===== config.mk =====
export PLATFORM = sky130hd
export DESIGN_NAME = mutex_with_waiter_fifo_unit
export DESIGN_NICKNAME = d
export VERILOG_FILES = /design/src/hdl/mwf_pkg.sv /design/src/hdl/mutex_with_waiter_fifo_unit.sv /design/src/hdl/mwf_ctrl.sv /design/src/hdl/mwf_datapath.sv
export SDC_FILE = /design/constraint.sdc
export NUM_CORES = 1
export LEC_CHECK = 0
export BUFFER_PORTS_ARGS = -buffer_cell sky130_fd_sc_hd__buf_2
export CAP_MARGIN = 10
export CORE_MARGIN = 2
export CORE_UTILIZATION = 45
export CTS_CLUSTER_SIZE = 24
export DETAILED_ROUTE_END_ITERATION = 8
export SYNTH_ARGS = -nofsm -noshare
export SYNTH_HDL_FRONTEND = slang
export SYNTH_SLANG_ARGS = --single-unit

===== constraint.sdc =====
create_clock -name clk_i -period 3.8 [get_ports clk_i]
set_input_delay 0 -clock clk_i [delete_from_list [all_inputs] [get_ports clk_i]]
set_output_delay 0 -clock clk_i [all_outputs]
set_load 0.005 [all_outputs]

===== src/hdl/mwf_pkg.sv =====
// Package with the shared types, constants and codes of the mutex with waiter FIFO.
package mwf_pkg;

  localparam int unsigned WAITER_DEPTH  = 16;
  localparam int unsigned TASK_W        = 8;
  localparam int unsigned QUEUE_LEVEL_W = 5;
  localparam int unsigned PTR_W   = (WAITER_DEPTH > 1) ? $clog2(WAITER_DEPTH) : 1;
  localparam int unsigned COUNT_W = $clog2(WAITER_DEPTH + 1);

  typedef enum logic [1:0] {
    CMD_LOCK   = 2'd0,
    CMD_TRY    = 2'd1,
    CMD_UNLOCK = 2'd2
  } cmd_e;

  typedef enum logic [2:0] {
    ST_GRANTED  = 3'd0,
    ST_QUEUED   = 3'd1,
    ST_FULL     = 3'd2,
    ST_TRYFAIL  = 3'd3,
    ST_RELEASED = 3'd4
  } status_e;

  typedef enum logic {
    CS_EMPTY,
    CS_HOLD
  } ctl_state_e;

  // Actions for the datapath, valid in the cycle a command beat is accepted.
  typedef struct packed {
    logic    load;
    logic    set_held;
    logic    clr_held;
    logic    push;
    logic    pop;
    status_e res_status;
  } dp_ctrl_t;

  typedef struct packed {
    logic held;
    logic empty;
    logic full;
  } dp_status_t;

endpackage


===== src/hdl/mutex_with_waiter_fifo_unit.sv =====
// Top level of the hardware mutex with a FIFO of waiting task ids.
//
// Each command beat (lock, try lock or unlock with a task id) yields exactly one
// result beat. A command is decided and applied in the cycle it is accepted and
// its result is held in one output register, so the unit takes one command per
// clock as long as the result side keeps up; a stalled result beat holds off
// further commands. The wait queue is a 16-entry ring of task ids with head and
// tail pointers; reset empties it at once, with no clearing pass.
module mutex_with_waiter_fifo_unit
  import mwf_pkg::*;
(
  input  logic        clk_i,
  input  logic        rst_ni,
  input  logic        s_axis_tvalid,
  output logic        s_axis_tready,
  input  logic [7:0]  s_axis_tdata,   // [7:0] task_id
  input  logic [1:0]  s_axis_tuser,   // [1:0] command
  output logic        m_axis_tvalid,
  input  logic        m_axis_tready,
  output logic [15:0] m_axis_tdata,   // [7:0] wake_task, [8] is_locked,
                                      // [13:9] queue_level, [15:14] zero
  output logic [3:0]  m_axis_tuser    // [2:0] status, [3] wake_valid
);

  dp_ctrl_t                 dp_ctrl;
  dp_status_t               dp_status;
  logic [2:0]               status;
  logic                     wake_valid;
  logic [TASK_W-1:0]        wake_task;
  logic                     is_locked;
  logic [QUEUE_LEVEL_W-1:0] queue_level;

  mwf_ctrl u_ctrl (
    .clk_i       (clk_i),
    .rst_ni      (rst_ni),
    .in_valid_i  (s_axis_tvalid),
    .in_ready_o  (s_axis_tready),
    .command_i   (s_axis_tuser),
    .out_valid_o (m_axis_tvalid),
    .out_ready_i (m_axis_tready),
    .dp_status_i (dp_status),
    .dp_ctrl_o   (dp_ctrl)
  );

  mwf_datapath u_datapath (
    .clk_i         (clk_i),
    .rst_ni        (rst_ni),
    .dp_ctrl_i     (dp_ctrl),
    .dp_status_o   (dp_status),
    .task_id_i     (s_axis_tdata),
    .status_o      (status),
    .wake_valid_o  (wake_valid),
    .wake_task_o   (wake_task),
    .is_locked_o   (is_locked),
    .queue_level_o (queue_level)
  );

  assign m_axis_tdata = {2'b00, queue_level, is_locked, wake_task};
  assign m_axis_tuser = {wake_valid, status};

endmodule


===== src/hdl/mwf_ctrl.sv =====
// Controller: output slot state machine and command decode into datapath actions.
module mwf_ctrl
  import mwf_pkg::*;
(
  input  logic       clk_i,
  input  logic       rst_ni,
  input  logic       in_valid_i,
  output logic       in_ready_o,
  input  logic [1:0] command_i,
  output logic       out_valid_o,
  input  logic       out_ready_i,
  input  dp_status_t dp_status_i,
  output dp_ctrl_t   dp_ctrl_o
);

  ctl_state_e state_q, state_d;
  logic       accept;
  cmd_e       cmd;

  assign cmd = cmd_e'(command_i);

  always_ff @(posedge clk_i or negedge rst_ni) begin
    if (!rst_ni) begin
      state_q <= CS_EMPTY;
    end else begin
      state_q <= state_d;
    end
  end

  always_comb begin
    in_ready_o  = (state_q == CS_EMPTY) || out_ready_i;
    out_valid_o = (state_q == CS_HOLD);
    accept      = in_valid_i && in_ready_o;

    state_d = state_q;
    case (state_q)
      CS_EMPTY: begin
        if (accept) state_d = CS_HOLD;
      end
      CS_HOLD: begin
        if (!accept && out_ready_i) state_d = CS_EMPTY;
      end
      default: state_d = CS_EMPTY;
    endcase

    dp_ctrl_o            = '0;
    dp_ctrl_o.load       = accept;
    dp_ctrl_o.res_status = ST_TRYFAIL;
    case (cmd)
      CMD_LOCK: begin
        if (!dp_status_i.held) begin
          dp_ctrl_o.set_held   = accept;
          dp_ctrl_o.res_status = ST_GRANTED;
        end else if (!dp_status_i.full) begin
          dp_ctrl_o.push       = accept;
          dp_ctrl_o.res_status = ST_QUEUED;
        end else begin
          dp_ctrl_o.res_status = ST_FULL;
        end
      end
      CMD_TRY: begin
        if (!dp_status_i.held) begin
          dp_ctrl_o.set_held   = accept;
          dp_ctrl_o.res_status = ST_GRANTED;
        end
      end
      CMD_UNLOCK: begin
        dp_ctrl_o.clr_held   = accept;
        dp_ctrl_o.pop        = accept && !dp_status_i.empty;
        dp_ctrl_o.res_status = ST_RELEASED;
      end
      default: begin
        // The unused command code changes nothing and reports a failed try.
        dp_ctrl_o.res_status = ST_TRYFAIL;
      end
    endcase
  end

  a_load_gives_result: assert property (@(posedge clk_i) disable iff (!rst_ni)
    dp_ctrl_o.load |=> out_valid_o)
    else $error("accepted command did not produce a result beat");

  a_no_load_when_stalled: assert property (@(posedge clk_i) disable iff (!rst_ni)
    (out_valid_o && !out_ready_i) |-> !dp_ctrl_o.load)
    else $error("command accepted while result slot is stalled");

  a_held_set_xor_clear: assert property (@(posedge clk_i) disable iff (!rst_ni)
    !(dp_ctrl_o.set_held && dp_ctrl_o.clr_held))
    else $error("lock flag set and cleared together");

endmodule


===== src/hdl/mwf_datapath.sv =====
// Datapath: lock flag, ring FIFO of waiting task ids and the result register.
module mwf_datapath
  import mwf_pkg::*;
(
  input  logic                     clk_i,
  input  logic                     rst_ni,
  input  dp_ctrl_t                 dp_ctrl_i,
  output dp_status_t               dp_status_o,
  input  logic [TASK_W-1:0]        task_id_i,
  output logic [2:0]               status_o,
  output logic                     wake_valid_o,
  output logic [TASK_W-1:0]        wake_task_o,
  output logic                     is_locked_o,
  output logic [QUEUE_LEVEL_W-1:0] queue_level_o
);

  logic                     held_q, held_d;
  logic [COUNT_W-1:0]       count_q, count_d;
  logic [PTR_W-1:0]         head_q, head_d;
  logic [PTR_W-1:0]         tail_q, tail_d;
  logic [TASK_W-1:0]        queue_q [WAITER_DEPTH];

  logic [2:0]               status_q;
  logic                     wake_valid_q;
  logic [TASK_W-1:0]        wake_task_q, wake_task_d;
  logic                     locked_q;
  logic [QUEUE_LEVEL_W-1:0] level_q;

  function automatic logic [PTR_W-1:0] ptr_next(input logic [PTR_W-1:0] p);
    if (p == PTR_W'(WAITER_DEPTH - 1)) begin
      return '0;
    end
    return p + PTR_W'(1);
  endfunction

  assign dp_status_o.held  = held_q;
  assign dp_status_o.empty = (count_q == '0);
  assign dp_status_o.full  = (count_q == COUNT_W'(WAITER_DEPTH));

  always_comb begin
    held_d = held_q;
    if (dp_ctrl_i.set_held) held_d = 1'b1;
    if (dp_ctrl_i.clr_held) held_d = 1'b0;

    count_d = count_q;
    head_d  = head_q;
    tail_d  = tail_q;
    if (dp_ctrl_i.push) begin
      count_d = count_d + COUNT_W'(1);
      tail_d  = ptr_next(tail_q);
    end
    if (dp_ctrl_i.pop) begin
      count_d = count_d - COUNT_W'(1);
      head_d  = ptr_next(head_q);
    end

    wake_task_d = dp_ctrl_i.pop ? queue_q[head_q] : '0;
  end

  always_ff @(posedge clk_i or negedge rst_ni) begin
    if (!rst_ni) begin
      held_q  <= 1'b0;
      count_q <= '0;
      head_q  <= '0;
      tail_q  <= '0;
    end else begin
      held_q  <= held_d;
      count_q <= count_d;
      head_q  <= head_d;
      tail_q  <= tail_d;
    end
  end

  always_ff @(posedge clk_i) begin
    if (dp_ctrl_i.push) begin
      queue_q[tail_q] <= task_id_i;
    end
    if (dp_ctrl_i.load) begin
      status_q     <= dp_ctrl_i.res_status;
      wake_valid_q <= dp_ctrl_i.pop;
      wake_task_q  <= wake_task_d;
      locked_q     <= held_d;
      level_q      <= QUEUE_LEVEL_W'(count_d);
    end
  end

  assign status_o      = status_q;
  assign wake_valid_o  = wake_valid_q;
  assign wake_task_o   = wake_task_q;
  assign is_locked_o   = locked_q;
  assign queue_level_o = level_q;

  a_pop_not_empty: assert property (@(posedge clk_i) disable iff (!rst_ni)
    dp_ctrl_i.pop |-> !dp_status_o.empty)
    else $error("pop from an empty waiter queue");

  a_push_not_full: assert property (@(posedge clk_i) disable iff (!rst_ni)
    dp_ctrl_i.push |-> !dp_status_o.full)
    else $error("push into a full waiter queue");

  a_count_in_range: assert property (@(posedge clk_i) disable iff (!rst_ni)
    count_q <= COUNT_W'(WAITER_DEPTH))
    else $error("waiter count beyond queue depth");

  a_count_after_push: assert property (@(posedge clk_i) disable iff (!rst_ni)
    (dp_ctrl_i.push && !dp_ctrl_i.pop) |=> (count_q == $past(count_q) + COUNT_W'(1)))
    else $error("waiter count did not follow a push");

endmodule

==> metrics, run 1 <==
Resized cells post-CTS 0; Final Critical Period 2.567 ns; routed wire length 12700 um; fillers 1132; Max Transition Viols Final 0; total number of vias 3193; CTS H-tree depth 4; CTS Buffer Depth 2; vias in the first global route 3255; CP Launch Type register; Worst Reg-to-Reg Cells 7; CP arrival 2.63 ns; switch share 26.51%; Finished Core Util 53.39%; pwr dens 653.2 nW/um2; routability cong. 0.8234; CTS tree built; first-pass GRT wire length 19640 um; top-level I/O count 36; TritonCTS buffer count 17; wl on met1 5630 um; Synth async-reset ratio 9.317%; Clk pwr share 33.7%; largest net degree at the start of global routing 37; r2r setup slk 1.23 ns; share of layout cells above drive strength 1 25.25%; Fin. Hold Viols 0; initial antenna violation count 0; CTS root buf clkbuf_16; DR WL/cell 21.89 um; headroom to the max-slew limit 39.85%; Net Switching 1.293 mW; Worst Hold Class primary input to async pin; Setup CP Type register to register; commonest non-fill, non-tap cell in the layout edfxtp_1; status complete, no violations; CP max-delay cell and4_1; DR vias/cell 5.505; row count 43; final net count 409; DR WL met2 6308 um; fmax 389.6 MHz; GRT Util Overall 18.59%; Antenna Nets Post-Route 0; crit-path cells inv_1 > ha_1 > nand4bb_4 > and4_1 > nand2_1 > nor2_1 > and2_1; Critical Path Sink Type register; PnR worst setup slack 1.233 ns; worst-margin pin slew 0.9023 ns; setup TNS 0 ns; Syn. warnings 0; top sig layer met4; antenna cell count 0; sequential share of the synthesized area 73.38%; Post-Syn Instances 340; Max FO, Critical Path 10; Distinct cells, synth 49; WP data required 3.86 ns; Leak 2.520 nW; Clock transition at path regs 0.06 ns; # DRC 0; Congestion Overflow GR 0; Placeable Area 13990 um2; most frequent cells in the layout edfxtp_1 (146), buf_2 (33), mux4_2 (32); insertion delay to the later sink of the worst-skew pair 0.41 ns; unrepaired setup endpoints after global routing no; EDFF count, synth 146; Die Span Y 124.1 um; DR pass1 iterations 4; Peak VDD IR 389.5 uV; HPWL Detailed 7967 um; max-cap viol count 0; met3 WL 589 um; clk_skew 0.007680 ns; DP Worst Slack 1.229 ns; part of the power in registers 45.7%; synthesis-to-finish area growth 15.14%; Iteration-0 DRC Markers 322; Setup Fix Bufs, Post-CTS 0; Synth Cell Area 6486 um2; IO Port Bufs 33; initial core utilization 46.37%; total power 4.878 mW; flop and latch count out of synthesis 161; # clock sinks 161; die width 124.1 um; syn avg cell area 19.08 um2; final period utilization 67.55%; Reg area 4762 um2; Comb power frac 20.6%; max incr delay on CP 0.48 ns; Final setup viols 0; Internal Power 3.585 mW; multi-input logic area 1589 um2; Most used DFF post-synth edfxtp_1; Die ar. 15390 um2
## logic make-up (layout without fill, tap and decap cells)
family	Yosys count	after routing	synth area share, %
compound gates	42	42	4.283
fa+ha+maj	8	8	1.543
simple gates	61	61	6.096
flops	161	161	73.38
mux	33	33	11.27
xor+xnor	8	8	1.196
other cells	1	2	0.05781
buf+inv	26	85	2.180
## cell usage after synthesis, types with 2 or more instances
cell type / n / area share, %
dfrtp_1: 15 / 5.8
xnor2_1: 6 / 0.81
nor2_1: 7 / 0.41
o21ai_0: 4 / 0.31
buf_1: 2 / 0.12
buf_2: 4 / 0.31
ha_1: 8 / 1.5
nor3b_1: 2 / 0.23
nor3_1: 2 / 0.15
a211oi_1: 2 / 0.23
nor2b_1: 3 / 0.29
inv_1: 6 / 0.35
clkbuf_1: 4 / 0.23
nand3_1: 3 / 0.23
o21ai_1: 2 / 0.15
nor4_2: 2 / 0.39
edfxtp_1: 146 / 68
nand2_1: 11 / 0.64
a21oi_1: 12 / 0.93
and2_1: 17 / 1.6
buf_4: 7 / 0.81
mux4_2: 32 / 11
a22oi_1: 16 / 1.9
nand4_1: 2 / 0.19
## area by class of cell
type	instances	area share, %
timing repair buffer	45	3.954
multi-input combinational	154	21.28
sequential	161	63.76
tap	180	3.016
clock inverter	9	1.525
inverter	8	0.4691
clock buffer	23	5.998
## metal layers
metal | vias to the layer above | global-route usage [%]
li1 | 1451 | -
met1 | 1639 | 26.15
met2 | 88 | 28.28
met3 | 15 | 5.678
met4 | 0 | 5.407
met5 | - | 0
## power by group through the flow
stage | sequential [mW] | combinational, mW | clock (mW)
2_1_floorplan | 2.17 | 0.810 | 0
3_3_place_gp | 2.26 | 1.00 | 0
3_5_place_dp | 2.27 | 1.01 | 0
4_1_cts | 2.23 | 1.03 | 1.67
5_1_grt | 2.25 | 1.11 | 1.76
6_report | 2.23 | 1.00 | 1.65
## worst max-delay path: cells and delay by family, from the launching register on
family / cells / cell delay (ns)
flip-flops: 1 / 0.47
adder cells (fa/ha/maj): 1 / 0.24
buffers and inverters: 1 / 0.07
AND/OR/NAND/NOR: 5 / 1.43
## per-stage QoR
stage	instances	hold WS [ns]	cell area [um2]
finish	580	0.01780	7468
CTS	580	0.001517	7468
detailed placement	537	-0.05944	6797
global route	580	0.01853	7468
floorplan	341	-0.2956	6490
global placement	537	-0.06743	6797
## sequential cells by signal, summed over array words and instances, names as in the netlist
register / cells
u_datapath.head_q: 4
u_datapath.queue_level_o: 5
u_datapath.count_q: 5
u_datapath.is_locked_o: 1
u_datapath.wake_valid_o: 1
u_datapath.status_o: 3
u_datapath.tail_q: 4
u_ctrl.out_valid_o: 1
u_datapath.queue_q: 128
u_datapath.held_q: 1
u_datapath.wake_task_o: 8
## timing repair
action / 4_1_cts / 5_1_grt
hold buffers: 11 / 0
endpoints found under the setup margin: 0 / 0
endpoints found under the hold margin: 100 / 0
## path summary, 6_finish.rpt
path                                            endpoint                   from
worst max-delay path            u_datapath.queue_q[6][7]  u_datapath.count_q[0]
worst min-delay path                  u_ctrl.out_valid_o                 rst_ni
worst max register to register  u_datapath.queue_q[6][7]  u_datapath.count_q[0]
worst min register to register      u_datapath.head_q[3]   u_datapath.head_q[3]
max in group asynchronous           u_datapath.head_q[0]                 rst_ni
min in group clk_i              u_datapath.queue_q[8][6]        s_axis_tdata[6]
Power figures use the tool's default switching activity.
==> run 2, diff against run 1 <==
==> constraint.sdc (replaced) <==
create_clock -name clk_i -period 2.1 [get_ports clk_i]
set_input_delay 0 -clock clk_i [delete_from_list [all_inputs] [get_ports clk_i]]
set_output_delay 0 -clock clk_i [all_outputs]
set_load 0.005 [all_outputs]
==> run 2 against run 1 <==
Combinational power up 120%. Maximum frequency up 31%. Count of clock-buffer cells in the layout down 5. Largest power group unchanged. Die area unchanged. Critical endpoint is now u_datapath.queue_level_o[3].
==> metrics, run 2 (synthesized netlist as in run 1, its figures left out) <==
status complete, no violations; max-cap viol count 0; GRT Util Overall 17.18%; setup TNS 0 ns; # DRC 0; largest net degree at the start of global routing 37; die width 124.1 um; commonest non-fill, non-tap cell in the layout edfxtp_1; Congestion Overflow GR 0; r2r setup slk 0.14 ns; top-level I/O count 36; Inst Count DP 569; Peak VDD IR 508.7 uV; # clock sinks 161; Die ar. 15390 um2; Setup CP Type register to register; Fin. Hold Viols 0; Reg area 4761 um2; Iteration-0 DRC Markers 250; Clock transition at path regs 0.06 ns; DR pass1 iterations 4; Clk pwr share 33.6%; Internal Power 6.682 mW; Finished Core Util 56.84%; post-placement cell area 7212 um2; HPWL Detailed 8115 um; Placeable Area 13990 um2; fmax 509.4 MHz; Max FO, Critical Path 4; share of layout cells above drive strength 1 32.95%; CTS root buf clkbuf_16; switch share 26.58%; final hold slack 0.02011 ns; final period utilization 93.49%; Final Critical Period 1.963 ns; PnR worst setup slack 0.1368 ns; routability cong. 0.7838; Max Transition Viols Final 0; antenna cell count 0; pwr dens 1145 nW/um2; CP Launch Type register; Critical Path Sink Type register; Worst Hold Class primary input to async pin; Antenna Nets Post-Route 0; insertion delay to the later sink of the worst-skew pair 0.42 ns; Comb power frac 23.9%; CP arrival 2.12 ns; post-route insts no fill 614; crit-path cells inv_1 > ha_2 > nor4b_1 > or3_1 > nor4_2 > xnor2_1; synthesis-to-finish area growth 22.59%; final net count 443; Leak 2.756 nW; WP data required 2.25 ns; vias in the first global route 3227; Setup Fix Bufs, Post-CTS 0; TritonCTS buffer count 17; DR vias/cell 5.267; total power 9.101 mW; first-pass GRT wire length 18510 um; total number of vias 3234; clk_skew 0.007398 ns; CTS Buffer Depth 2; Net Switching 2.419 mW; IO Port Bufs 33; DP Worst Slack 0.02678 ns; CP max-delay cell or3_1; Die Span Y 124.1 um; unrepaired setup endpoints after global routing no; most frequent cells in the layout edfxtp_1 (146), buf_2 (33), mux4_2 (32); Final setup viols 0; multi-input logic area 1623 um2; CTS H-tree depth 4; initial antenna violation count 0; max incr delay on CP 0.48 ns; DR WL/cell 19.64 um; Biggest register u_datapath.queue_q; part of the power in registers 42.5%; fillers 1070; initial core utilization 46.37%; CTS tree built; max FFs per register 128; row count 43; routed wire length 12060 um; design area 7951 um2
[run 2: layout make-up]
cell class                 count  area share (%)
multi-input combinational    154           20.41
inverter                       8          0.4406
timing repair buffer          79           9.032
clock inverter                14           2.014
clock buffer                  18           5.397
tap                          180           2.832
sequential                   161           59.87
[run 2: layer usage]
| metal | routed length [um] | global-route usage, % |
|---|---|---|
| met5 | 0 | 0 |
| met2 | 5663 | 25.07 |
| met3 | 473 | 5.128 |
| met4 | 118 | 4.846 |
| met1 | 5805 | 25.23 |
[run 2: final timing paths]
check,start,end,cells past startpoint
min in group clk_i,m_axis_tready,u_datapath.held_q,5
hold / removal,rst_ni,u_datapath.held_q,2
hold reg to reg,u_datapath.head_q[3],u_datapath.head_q[3],1
setup / recovery,u_datapath.count_q[1],u_datapath.queue_level_o[3],6
setup reg to reg,u_datapath.count_q[1],u_datapath.queue_level_o[3],6
max in group asynchronous,rst_ni,u_datapath.head_q[0],2
[run 2: what timing repair did]
action                     4_1_cts  5_1_grt
setup endpoints to repair        0       65
gates resized for setup          0        5
hold endpoints to repair       148        0
hold buffers                    13        0
[run 2: worst max-delay path, delay by kind of cell (launching register included)]
kind                       cells  cell delay [ns]
and+or+nand+nor                3             0.99
DFF                            1             0.34
adders and majority gates      1             0.20
xor gates and xnor gates       1             0.13
buffers and inverters          1             0.05
[run 2: power groups by stage]
stage / Sequential [mW] / Clock (mW) / Combinational, mW
2_1_floorplan: 3.92 / 0 / 1.48
3_3_place_gp: 3.93 / 0 / 2.16
3_5_place_dp: 3.93 / 0 / 2.17
4_1_cts: 3.87 / 3.14 / 2.20
5_1_grt: 3.89 / 3.27 / 2.38
6_report: 3.87 / 3.06 / 2.17
